===== config.mk =====
export PLATFORM = sky130hd
export DESIGN_NAME = triangle_edge_length_stats_unit
export DESIGN_NICKNAME = d
export VERILOG_FILES = /design/src/sv/tels_pkg.sv /design/src/sv/tels_ctrl.sv /design/src/sv/tels_dp.sv /design/src/sv/triangle_edge_length_stats_unit.sv
export VERILOG_INCLUDE_DIRS = /design/src /design/src/sv
export SDC_FILE = /design/constraint.sdc
export NUM_CORES = 2
export LEC_CHECK = 0
export ABC_AREA = 1
export BUFFER_PORTS_ARGS = -buffer_cell sky130_fd_sc_hd__buf_2
export CORE_MARGIN = 2
export CORE_UTILIZATION = 55
export CTS_BUF_LIST = sky130_fd_sc_hd__clkbuf_16
export CTS_CLUSTER_DIAMETER = 50
export DETAILED_ROUTE_END_ITERATION = 6
export PLACE_DENSITY = 0.73
export SKIP_LAST_GASP = 1
export SLEW_MARGIN = 20
export SYNTH_ARGS = -nofsm -noshare
export SYNTH_HDL_FRONTEND = slang
export SYNTH_SLANG_ARGS = --single-unit

===== constraint.sdc =====
create_clock -name i_clk -period 10.2 [get_ports i_clk]
set_clock_uncertainty 0.15 [all_clocks]
set_input_delay 0.51 -clock i_clk [delete_from_list [all_inputs] [get_ports i_clk]]
set_output_delay 0.51 -clock i_clk [all_outputs]
set_load 0.02 [all_outputs]

===== src/sv/triangle_edge_length_stats_unit_assert.svh =====
// Assertion macros for the triangle edge length statistics unit.
`ifndef TRIANGLE_EDGE_LENGTH_STATS_UNIT_ASSERT_SVH
`define TRIANGLE_EDGE_LENGTH_STATS_UNIT_ASSERT_SVH
`ifndef SYNTH
`define TELS_ASSERT(lbl, clk, rst_n, prop, msg) \
    lbl: assert property (@(posedge clk) disable iff (!rst_n) prop) \
        else $error(msg);
`define TELS_ASSERT_NEVER(lbl, clk, rst_n, expr, msg) \
    lbl: assert property (@(posedge clk) disable iff (!rst_n) !(expr)) \
        else $error(msg);
`else
`define TELS_ASSERT(lbl, clk, rst_n, prop, msg)
`define TELS_ASSERT_NEVER(lbl, clk, rst_n, expr, msg)
`endif
`endif


===== src/sv/tels_pkg.sv =====
// Shared widths, codes and controller/datapath interface types.
package tels_pkg;

    localparam int COORD_BITS   = 24;
    localparam int COUNT_BITS   = 20;
    localparam int LEN_BITS     = COORD_BITS + 1;
    localparam int SQ_BITS      = 2 * COORD_BITS;
    localparam int SSQ_BITS     = 2 * COORD_BITS + 2;
    localparam int REM_BITS     = LEN_BITS + 2;
    localparam int SUM_BITS     = LEN_BITS + 2 + COUNT_BITS;
    localparam int DVS_BITS     = COUNT_BITS + 2;
    localparam int ITER_BITS    = $clog2(SUM_BITS);
    localparam int SQ_AXES      = 3;
    localparam int SQ_LAST_STEP = SQ_AXES + 1;
    localparam int ROOT_STEPS   = LEN_BITS;
    localparam int DIV_STEPS    = SUM_BITS;

    localparam logic [1:0] EDGE_AB = 2'd0;
    localparam logic [1:0] EDGE_AC = 2'd1;
    localparam logic [1:0] EDGE_BC = 2'd2;

    localparam logic [1:0] AXIS_X = 2'd0;
    localparam logic [1:0] AXIS_Y = 2'd1;
    localparam logic [1:0] AXIS_Z = 2'd2;

    typedef enum logic [6:0] {
        S_IDLE  = 7'b0000001,
        S_SQ    = 7'b0000010,
        S_ROOT  = 7'b0000100,
        S_EDGE  = 7'b0001000,
        S_DINIT = 7'b0010000,
        S_DIV   = 7'b0100000,
        S_EMIT  = 7'b1000000
    } t_state;

    typedef struct packed {
        logic       load_in;
        logic [1:0] edge_sel;
        logic [1:0] axis_sel;
        logic       root_clr;
        logic       acc_first;
        logic       acc_en;
        logic       root_step;
        logic       edge_done;
        logic       tri_update;
        logic       div_init;
        logic       div_step;
        logic       out_load;
    } t_cmd;

    typedef struct packed {
        logic last;
        logic out_busy;
    } t_stat;

endpackage


===== src/sv/tels_ctrl.sv =====
// Sequencer: steps squares, root iterations, edge updates and the final divide.
module tels_ctrl import tels_pkg::*; (
    input  logic  i_clk,
    input  logic  i_rst_n,
    input  logic  i_in_valid,
    input  t_stat i_stat,
    output logic  o_in_stall,
    output t_cmd  o_cmd
);

    t_state                r_state, n_state;
    logic [ITER_BITS-1:0]  r_step,  n_step;
    logic [1:0]            r_edge,  n_edge;

    always_comb begin
        n_state = r_state;
        n_step  = r_step;
        n_edge  = r_edge;
        o_cmd   = '0;
        o_cmd.edge_sel = r_edge;
        o_cmd.axis_sel = AXIS_X;
        case (r_state)
            S_IDLE: begin
                if (i_in_valid) begin
                    o_cmd.load_in = 1'b1;
                    n_edge  = EDGE_AB;
                    n_step  = '0;
                    n_state = S_SQ;
                end
            end
            S_SQ: begin
                // abs, square and accumulate overlap; steps after the last axis drain r_abs and r_prod
                if (r_step < ITER_BITS'(SQ_AXES)) begin
                    o_cmd.axis_sel = r_step[1:0];
                end
                o_cmd.root_clr  = (r_step == '0);
                o_cmd.acc_first = (r_step == ITER_BITS'(SQ_AXES - 1));
                o_cmd.acc_en    = (r_step > ITER_BITS'(SQ_AXES - 1));
                if (r_step == ITER_BITS'(SQ_LAST_STEP)) begin
                    n_step  = '0;
                    n_state = S_ROOT;
                end else begin
                    n_step = r_step + 1'b1;
                end
            end
            S_ROOT: begin
                o_cmd.root_step = 1'b1;
                if (r_step == ITER_BITS'(ROOT_STEPS - 1)) begin
                    n_step  = '0;
                    n_state = S_EDGE;
                end else begin
                    n_step = r_step + 1'b1;
                end
            end
            S_EDGE: begin
                o_cmd.edge_done = 1'b1;
                n_step = '0;
                if (r_edge == EDGE_BC) begin
                    o_cmd.tri_update = 1'b1;
                    n_state = i_stat.last ? S_DINIT : S_IDLE;
                end else begin
                    n_edge  = r_edge + 1'b1;
                    n_state = S_SQ;
                end
            end
            S_DINIT: begin
                o_cmd.div_init = 1'b1;
                n_step  = '0;
                n_state = S_DIV;
            end
            S_DIV: begin
                o_cmd.div_step = 1'b1;
                if (r_step == ITER_BITS'(DIV_STEPS - 1)) begin
                    n_step  = '0;
                    n_state = S_EMIT;
                end else begin
                    n_step = r_step + 1'b1;
                end
            end
            S_EMIT: begin
                // hold until the output register is free
                if (!i_stat.out_busy) begin
                    o_cmd.out_load = 1'b1;
                    n_state = S_IDLE;
                end
            end
            default: begin
                n_state = S_IDLE;
            end
        endcase
    end

    assign o_in_stall = (r_state != S_IDLE);

    always_ff @(posedge i_clk) begin
        if (!i_rst_n) begin
            r_state <= S_IDLE;
            r_step  <= '0;
            r_edge  <= EDGE_AB;
        end else begin
            r_state <= n_state;
            r_step  <= n_step;
            r_edge  <= n_edge;
        end
    end

endmodule


===== src/sv/tels_dp.sv =====
// Datapath: squarer, bit-pair square root, running statistics, divider, output beat.
module tels_dp import tels_pkg::*; (
    input  logic                         i_clk,
    input  logic                         i_rst_n,
    input  t_cmd                         i_cmd,
    output t_stat                        o_stat,
    input  logic signed [COORD_BITS-1:0] i_ax,
    input  logic signed [COORD_BITS-1:0] i_ay,
    input  logic signed [COORD_BITS-1:0] i_az,
    input  logic signed [COORD_BITS-1:0] i_bx,
    input  logic signed [COORD_BITS-1:0] i_by,
    input  logic signed [COORD_BITS-1:0] i_bz,
    input  logic signed [COORD_BITS-1:0] i_cx,
    input  logic signed [COORD_BITS-1:0] i_cy,
    input  logic signed [COORD_BITS-1:0] i_cz,
    input  logic                         i_last_triangle,
    output logic                         o_out_valid,
    input  logic                         i_out_stall,
    output logic [LEN_BITS-1:0]          o_mean_length,
    output logic [LEN_BITS-1:0]          o_min_length,
    output logic [LEN_BITS-1:0]          o_max_length,
    output logic [COUNT_BITS-1:0]        o_triangles_seen,
    output logic                         o_overflow
);

    // captured triangle
    logic [COORD_BITS-1:0] r_ax, r_ay, r_az, r_bx, r_by, r_bz, r_cx, r_cy, r_cz;
    logic                  r_last;

    // squared distance
    logic [COORD_BITS-1:0] r_abs;
    logic [SQ_BITS-1:0]    r_prod;
    logic [SSQ_BITS-1:0]   r_ssq;

    // square root
    logic [REM_BITS-1:0]   r_rem;
    logic [LEN_BITS-1:0]   r_root;

    // running statistics
    logic [SUM_BITS-1:0]   r_sum;
    logic [LEN_BITS-1:0]   r_min;
    logic [LEN_BITS-1:0]   r_max;
    logic [COUNT_BITS-1:0] r_count;
    logic                  r_sat;

    // divider
    logic [SUM_BITS-1:0]   r_quo;
    logic [DVS_BITS-1:0]   r_drem;
    logic [DVS_BITS-1:0]   r_dvs;

    // output register
    logic                  r_out_valid;
    logic [LEN_BITS-1:0]   r_mean, r_omin, r_omax;
    logic [COUNT_BITS-1:0] r_ocount;
    logic                  r_osat;

    logic [COORD_BITS-1:0] sel_p, sel_q;
    logic [COORD_BITS:0]   diff, diff_neg;
    logic [REM_BITS-1:0]   rem_sh, trial, rem_sub;
    logic                  root_ge;
    logic [DVS_BITS:0]     drem_sh, drem_sub;
    logic                  div_ge;
    logic                  count_full;

    always_comb begin
        sel_p = r_ax;
        sel_q = r_bx;
        case ({i_cmd.edge_sel, i_cmd.axis_sel})
            {EDGE_AB, AXIS_X}: begin sel_p = r_ax; sel_q = r_bx; end
            {EDGE_AB, AXIS_Y}: begin sel_p = r_ay; sel_q = r_by; end
            {EDGE_AB, AXIS_Z}: begin sel_p = r_az; sel_q = r_bz; end
            {EDGE_AC, AXIS_X}: begin sel_p = r_ax; sel_q = r_cx; end
            {EDGE_AC, AXIS_Y}: begin sel_p = r_ay; sel_q = r_cy; end
            {EDGE_AC, AXIS_Z}: begin sel_p = r_az; sel_q = r_cz; end
            {EDGE_BC, AXIS_X}: begin sel_p = r_bx; sel_q = r_cx; end
            {EDGE_BC, AXIS_Y}: begin sel_p = r_by; sel_q = r_cy; end
            {EDGE_BC, AXIS_Z}: begin sel_p = r_bz; sel_q = r_cz; end
            default: begin sel_p = r_ax; sel_q = r_bx; end
        endcase
    end

    // difference of two coordinates fits one extra bit; its magnitude fits COORD_BITS
    assign diff     = {sel_p[COORD_BITS-1], sel_p} - {sel_q[COORD_BITS-1], sel_q};
    assign diff_neg = ~diff + 1'b1;

    // one result bit per step: bring down two radicand bits, try 4*root+1
    assign rem_sh  = {r_rem[LEN_BITS-1:0], r_ssq[SSQ_BITS-1 -: 2]};
    assign trial   = {r_root, 2'b01};
    assign root_ge = (rem_sh >= trial);
    assign rem_sub = rem_sh - trial;

    // restoring divide, one quotient bit per step
    assign drem_sh  = {r_drem, r_quo[SUM_BITS-1]};
    assign div_ge   = (drem_sh >= {1'b0, r_dvs});
    assign drem_sub = drem_sh - {1'b0, r_dvs};

    assign count_full = (r_count == {COUNT_BITS{1'b1}});

    always_ff @(posedge i_clk) begin
        if (i_cmd.load_in) begin
            r_ax   <= i_ax;
            r_ay   <= i_ay;
            r_az   <= i_az;
            r_bx   <= i_bx;
            r_by   <= i_by;
            r_bz   <= i_bz;
            r_cx   <= i_cx;
            r_cy   <= i_cy;
            r_cz   <= i_cz;
            r_last <= i_last_triangle;
        end

        r_abs  <= diff[COORD_BITS] ? diff_neg[COORD_BITS-1:0] : diff[COORD_BITS-1:0];
        r_prod <= r_abs * r_abs;

        if (i_cmd.acc_first) begin
            r_ssq <= {2'b00, r_prod};
        end else if (i_cmd.acc_en) begin
            r_ssq <= r_ssq + {2'b00, r_prod};
        end else if (i_cmd.root_step) begin
            r_ssq <= r_ssq << 2;
        end

        if (i_cmd.root_clr) begin
            r_rem  <= '0;
            r_root <= '0;
        end else if (i_cmd.root_step) begin
            r_rem  <= root_ge ? rem_sub : rem_sh;
            r_root <= {r_root[LEN_BITS-2:0], root_ge};
        end

        if (i_cmd.div_init) begin
            r_quo  <= r_sum;
            r_drem <= '0;
            r_dvs  <= {1'b0, r_count, 1'b0} + {2'b00, r_count};
        end else if (i_cmd.div_step) begin
            r_quo  <= {r_quo[SUM_BITS-2:0], div_ge};
            r_drem <= div_ge ? drem_sub[DVS_BITS-1:0] : drem_sh[DVS_BITS-1:0];
        end

        if (i_cmd.out_load) begin
            r_mean   <= r_quo[LEN_BITS-1:0];
            r_omin   <= r_min;
            r_omax   <= r_max;
            r_ocount <= r_count;
            r_osat   <= r_sat;
        end
    end

    always_ff @(posedge i_clk) begin
        if (!i_rst_n) begin
            r_sum       <= '0;
            r_min       <= '1;
            r_max       <= '0;
            r_count     <= '0;
            r_sat       <= 1'b0;
            r_out_valid <= 1'b0;
        end else begin
            if (i_cmd.out_load) begin
                // result taken into the output register: start a fresh mesh
                r_sum   <= '0;
                r_min   <= '1;
                r_max   <= '0;
                r_count <= '0;
                r_sat   <= 1'b0;
            end else begin
                if (i_cmd.edge_done) begin
                    if (r_root < r_min) begin
                        r_min <= r_root;
                    end
                    if (r_root > r_max) begin
                        r_max <= r_root;
                    end
                    if (!count_full) begin
                        r_sum <= r_sum + {{(SUM_BITS - LEN_BITS){1'b0}}, r_root};
                    end
                end
                if (i_cmd.tri_update) begin
                    if (count_full) begin
                        r_sat <= 1'b1;
                    end else begin
                        r_count <= r_count + 1'b1;
                    end
                end
            end

            if (i_cmd.out_load) begin
                r_out_valid <= 1'b1;
            end else if (!i_out_stall) begin
                r_out_valid <= 1'b0;
            end
        end
    end

    assign o_stat.last     = r_last;
    assign o_stat.out_busy = r_out_valid & i_out_stall;

    assign o_out_valid      = r_out_valid;
    assign o_mean_length    = r_mean;
    assign o_min_length     = r_omin;
    assign o_max_length     = r_omax;
    assign o_triangles_seen = r_ocount;
    assign o_overflow       = r_osat;

endmodule


===== src/sv/triangle_edge_length_stats_unit.sv =====
// Triangle mesh edge length statistics: min, max, mean and count over a mesh.
// One triangle is accepted at a time; o_in_stall stays high until it is through. Per edge,
//   the sequencer runs squaring, the shared bit-pair square root unit and an update step.
// A last triangle then adds a restoring divide before the result beat is valid, and
//   the beat comes later if the output register is still held.
// Synchronous active-low reset clears the sequencer, statistics and output valid.
`include "triangle_edge_length_stats_unit_assert.svh"
module triangle_edge_length_stats_unit import tels_pkg::*; (
    input  logic                         i_clk,
    input  logic                         i_rst_n,
    input  logic                         i_in_valid,
    output logic                         o_in_stall,
    input  logic signed [COORD_BITS-1:0] i_ax,
    input  logic signed [COORD_BITS-1:0] i_ay,
    input  logic signed [COORD_BITS-1:0] i_az,
    input  logic signed [COORD_BITS-1:0] i_bx,
    input  logic signed [COORD_BITS-1:0] i_by,
    input  logic signed [COORD_BITS-1:0] i_bz,
    input  logic signed [COORD_BITS-1:0] i_cx,
    input  logic signed [COORD_BITS-1:0] i_cy,
    input  logic signed [COORD_BITS-1:0] i_cz,
    input  logic                         i_last_triangle,
    output logic                         o_out_valid,
    input  logic                         i_out_stall,
    output logic [LEN_BITS-1:0]          o_mean_length,
    output logic [LEN_BITS-1:0]          o_min_length,
    output logic [LEN_BITS-1:0]          o_max_length,
    output logic [COUNT_BITS-1:0]        o_triangles_seen,
    output logic                         o_overflow
);

    t_cmd  cmd;
    t_stat stat;

    tels_ctrl u_ctrl (
        .i_clk      (i_clk),
        .i_rst_n    (i_rst_n),
        .i_in_valid (i_in_valid),
        .i_stat     (stat),
        .o_in_stall (o_in_stall),
        .o_cmd      (cmd)
    );

    tels_dp u_dp (
        .i_clk            (i_clk),
        .i_rst_n          (i_rst_n),
        .i_cmd            (cmd),
        .o_stat           (stat),
        .i_ax             (i_ax),
        .i_ay             (i_ay),
        .i_az             (i_az),
        .i_bx             (i_bx),
        .i_by             (i_by),
        .i_bz             (i_bz),
        .i_cx             (i_cx),
        .i_cy             (i_cy),
        .i_cz             (i_cz),
        .i_last_triangle  (i_last_triangle),
        .o_out_valid      (o_out_valid),
        .i_out_stall      (i_out_stall),
        .o_mean_length    (o_mean_length),
        .o_min_length     (o_min_length),
        .o_max_length     (o_max_length),
        .o_triangles_seen (o_triangles_seen),
        .o_overflow       (o_overflow)
    );

    `TELS_ASSERT(a_stall_after_accept, i_clk, i_rst_n, (i_in_valid && !o_in_stall) |=> o_in_stall, "input beat accepted but stall not raised")
    `TELS_ASSERT(a_min_le_max, i_clk, i_rst_n, o_out_valid |-> (o_min_length <= o_max_length), "result minimum exceeds maximum")
    `TELS_ASSERT(a_mean_le_max, i_clk, i_rst_n, o_out_valid |-> (o_mean_length <= o_max_length), "result mean exceeds maximum")
    `TELS_ASSERT_NEVER(a_load_over_held, i_clk, i_rst_n, cmd.out_load && o_out_valid && i_out_stall, "result loaded over a held output beat")

endmodule

==> impl_metrics.py <==
metrics = {
    "floorplan": {
        "fp.dieArea_mm2": 0.1043,
        "core_mm2": 0.1013,
        "fp.dieW_um": 323.0,
        "fp-row-count": 117,
        "io-pin-count": 319,
        "die_y_um": 323.0,
        "start_util_pct": 55.24,
    },
    "yosys": {
        "synth_area_leaders": "edfxtp_1, fa_1, dfxtp_1",
        "syn_nets": 7843,
        "yosys.cell_types.count": 70,
        "synth-edff-count": 430,
        "yosys.area.top_type": "edfxtp_1",
        "synthArstFlopShare_pct": 0,
        "yosysSeqAreaShare_pct": 33.06,
        "synth_top_area_share_pct": 23.07,
        "yosysWarnings": 0,
        "synth.most_common_cell": "nand2_1",
        "avgSynthCellArea_um2": 8.246,
        "synthFlopType": "edfxtp_1",
        "syn_area_mm2": 0.05596,
        "ys_ff_latch": 709,
        "netlist_instances": 6786,
        "synth_common_cells": "nand2_1, inv_1, nor2_1, a21oi_1, fa_1",
    },
    "final_layout": {
        "regArea_mm2": 0.01850,
        "drive_gt1_share_pct": 8.020,
        "multi_input_area_mm2": 0.03165,
        "utilization_pct": 63.20,
        "syn2layout_area_growth_pct": 14.40,
        "fin_area_mm2": 0.06402,
        "fin_nets": 8341,
        "nFillCells": 8721,
    },
    "timing": {
        "finalSetupTns_ns": 0,
        "worst_pin_slew_ns": 1.186,
        "timing.final.ws_setup_ns": 2.656,
        "clock.fmax_mhz": 132.6,
        "maxSlewViolCount": 0,
        "setup_viol": 0,
        "rsz0062_at_grt": "false",
        "min_period_over_period_pct": 73.96,
        "period_needed_ns": 7.544,
        "slew_headroom_pct": 20.84,
        "report.final.hold_viol_count": 0,
    },
    "routing": {
        "antenna_left": 0,
        "drc_errors": 0,
        "drt-vias-per-instance": 5.424,
        "via_count": 47360,
        "routed_wirelength_um": 163500,
        "wire_per_inst_um": 18.72,
        "drt_pass1_iterations": 6,
        "initialDrtViolationCount": 3794,
    },
    "min_path": {
        "hold_path_class": "input pin to register",
    },
    "global_routing": {
        "antenna_found_initial": 7,
        "grt_pass1_vias": 48160,
        "grt_pass1_wl_um": 258000,
        "grt_usage_pct": 31.51,
        "grt.overflow.total": 0,
        "grt_max_degree": 158,
    },
    "clock_network": {
        "cts_made_buffers": 86,
        "cts_hold_buf": 218,
        "cts_tree": "yes",
        "clockBufferDepth": 3,
        "clkLatencyLatePin_ns": 0.70,
        "postCtsSetupBuffers": 0,
        "clock-root-buffer": "clkbuf_16",
        "path_clk_slew_ns": 0.06,
        "cts-resized-gates": 0,
        "cts.sinks": 709,
        "htree_levels": 3,
    },
    "setup_path": {
        "cp.required_ns": 10.61,
        "cp-start-kind": "register",
        "crit_path_end_kind": "register",
        "path_class": "register to register",
        "cp_max_fo": 25,
        "crit_arrival_ns": 7.96,
    },
    "placement": {
        "placed_area_mm2": 0.05894,
        "portBuffers": 318,
        "preCtsSetupSlack_ns": 2.853,
        "dp_hpwl_um": 123300,
        "routabilityCongestion": 1.001,
    },
    "job": {
        "max_cap_viol_count": 0,
    },
    "status": {
        "status": "finished clean",
    },
}
flip-flops by register name, summed over array words and instances (netlist names), 25 cells and up:
name and flops:
u_dp.r_ssq 50, u_dp.r_prod 47, u_dp.r_quo 47, u_dp.r_sum 47, u_dp.o_max_length 25, u_dp.o_mean_length 25, u_dp.o_min_length 25, u_dp.r_max 25
u_dp.r_min 25, u_dp.r_rem 25, u_dp.r_root 25
logic make-up (layout without fill, tap and decap cells):
| logic type | Yosys count | in the layout | share of synthesized area (%) |
|---|---|---|---|
| flops | 709 | 709 | 33.06 |
| simple gates | 2421 | 2421 | 18.03 |
| xor+xnor | 177 | 177 | 2.770 |
| fa+ha+maj | 836 | 836 | 24.55 |
| buf+inv | 1547 | 2118 | 10.54 |
| mux | 2 | 2 | 0.03801 |
| compound gates | 1094 | 1094 | 11.02 |
| other cells | 0 | 7 | 0 |
cells in the final DEF, fill, tap and decap left out, types with 23 or more instances in the layout:
cell type,n
xor2_1,115
buf_4,38
dfxtp_1,278
o211ai_1,41
inv_1,1377
edfxtp_1,430
a22o_1,23
a21oi_1,447
buf_2,318
o21ai_0,384
ha_1,399
xnor2_1,62
nand3_1,263
a31oi_1,32
clkbuf_16,87
nor2_1,465
nand2_1,1447
o21bai_1,28
o21a_1,24
nor3_1,59
o21ai_1,24
fa_1,437
dlygate4sd3_1,218
nand4_1,79
per-layer routing:
| layer | global-route usage (%) | wire length, um | share of wire, % |
|---|---|---|---|
| met1 | 40.51 | 68030 | 42 |
| met2 | 53.84 | 78550 | 48 |
| met3 | 4.401 | 10440 | 6.4 |
| met5 | 0 | 0 | 0 |
| met4 | 12.32 | 6453 | 3.9 |
worst max-delay path: stages, from the launching register on:
cell and delay, ns:
dfxtp_1 1.10, nand2_1 0.18, fa_1 0.59, inv_1 0.07
fa_1 0.55, inv_1 0.07, fa_1 0.48, fa_1 0.51
inv_1 0.05, fa_1 0.49, fa_1 0.57, inv_1 0.06
fa_1 0.53, inv_1 0.04, ha_1 0.36, nand2_1 0.14
nor2_1 0.26, inv_1 0.09, nor4_1 0.53, a21oi_1 0.21
o21ai_0 0.27, xor2_1 0.17
final timing paths:
check | start | end | slack [ns] | cells after the start
setup / recovery | u_dp.r_abs[19]$_DFF_P_ | u_dp.r_prod[35]$_DFF_P_ | 2.66 | 21
hold / removal | i_in_valid | u_ctrl.r_state[3]$_SDFFE_PN0P_ | 0.18 | 5
setup reg to reg | u_dp.r_abs[19]$_DFF_P_ | u_dp.r_prod[35]$_DFF_P_ | 2.66 | 21
hold reg to reg | u_dp.r_sat$_SDFFE_PP0P_ | u_dp.o_overflow$_DFFE_PP_ | 0.28 | 0
area by class of cell:
cell class,instances,area share (%)
clock buffers,87,3.401
repair buffers,575,6.371
multi-input cells,4530,49.44
diodes,7,0.02736
clock inverters,74,1.091
flip-flops and latches,709,28.90
inverters,1382,8.103
well taps,1368,2.674
metrics by stage:
step | hold WS [ns] | std cells
6_report | 0.1848 | 8732
5_1_grt | 0.1952 | 8731
4_1_cts | 0.1404 | 8725
3_5_place_dp | 0.2714 | 8346
3_3_place_gp | 0.2660 | 8346
2_1_floorplan | 0.2468 | 6786
Power is not shown: default switching activity piles up to over one toggle a cycle in this logic, so the estimate is an artifact.
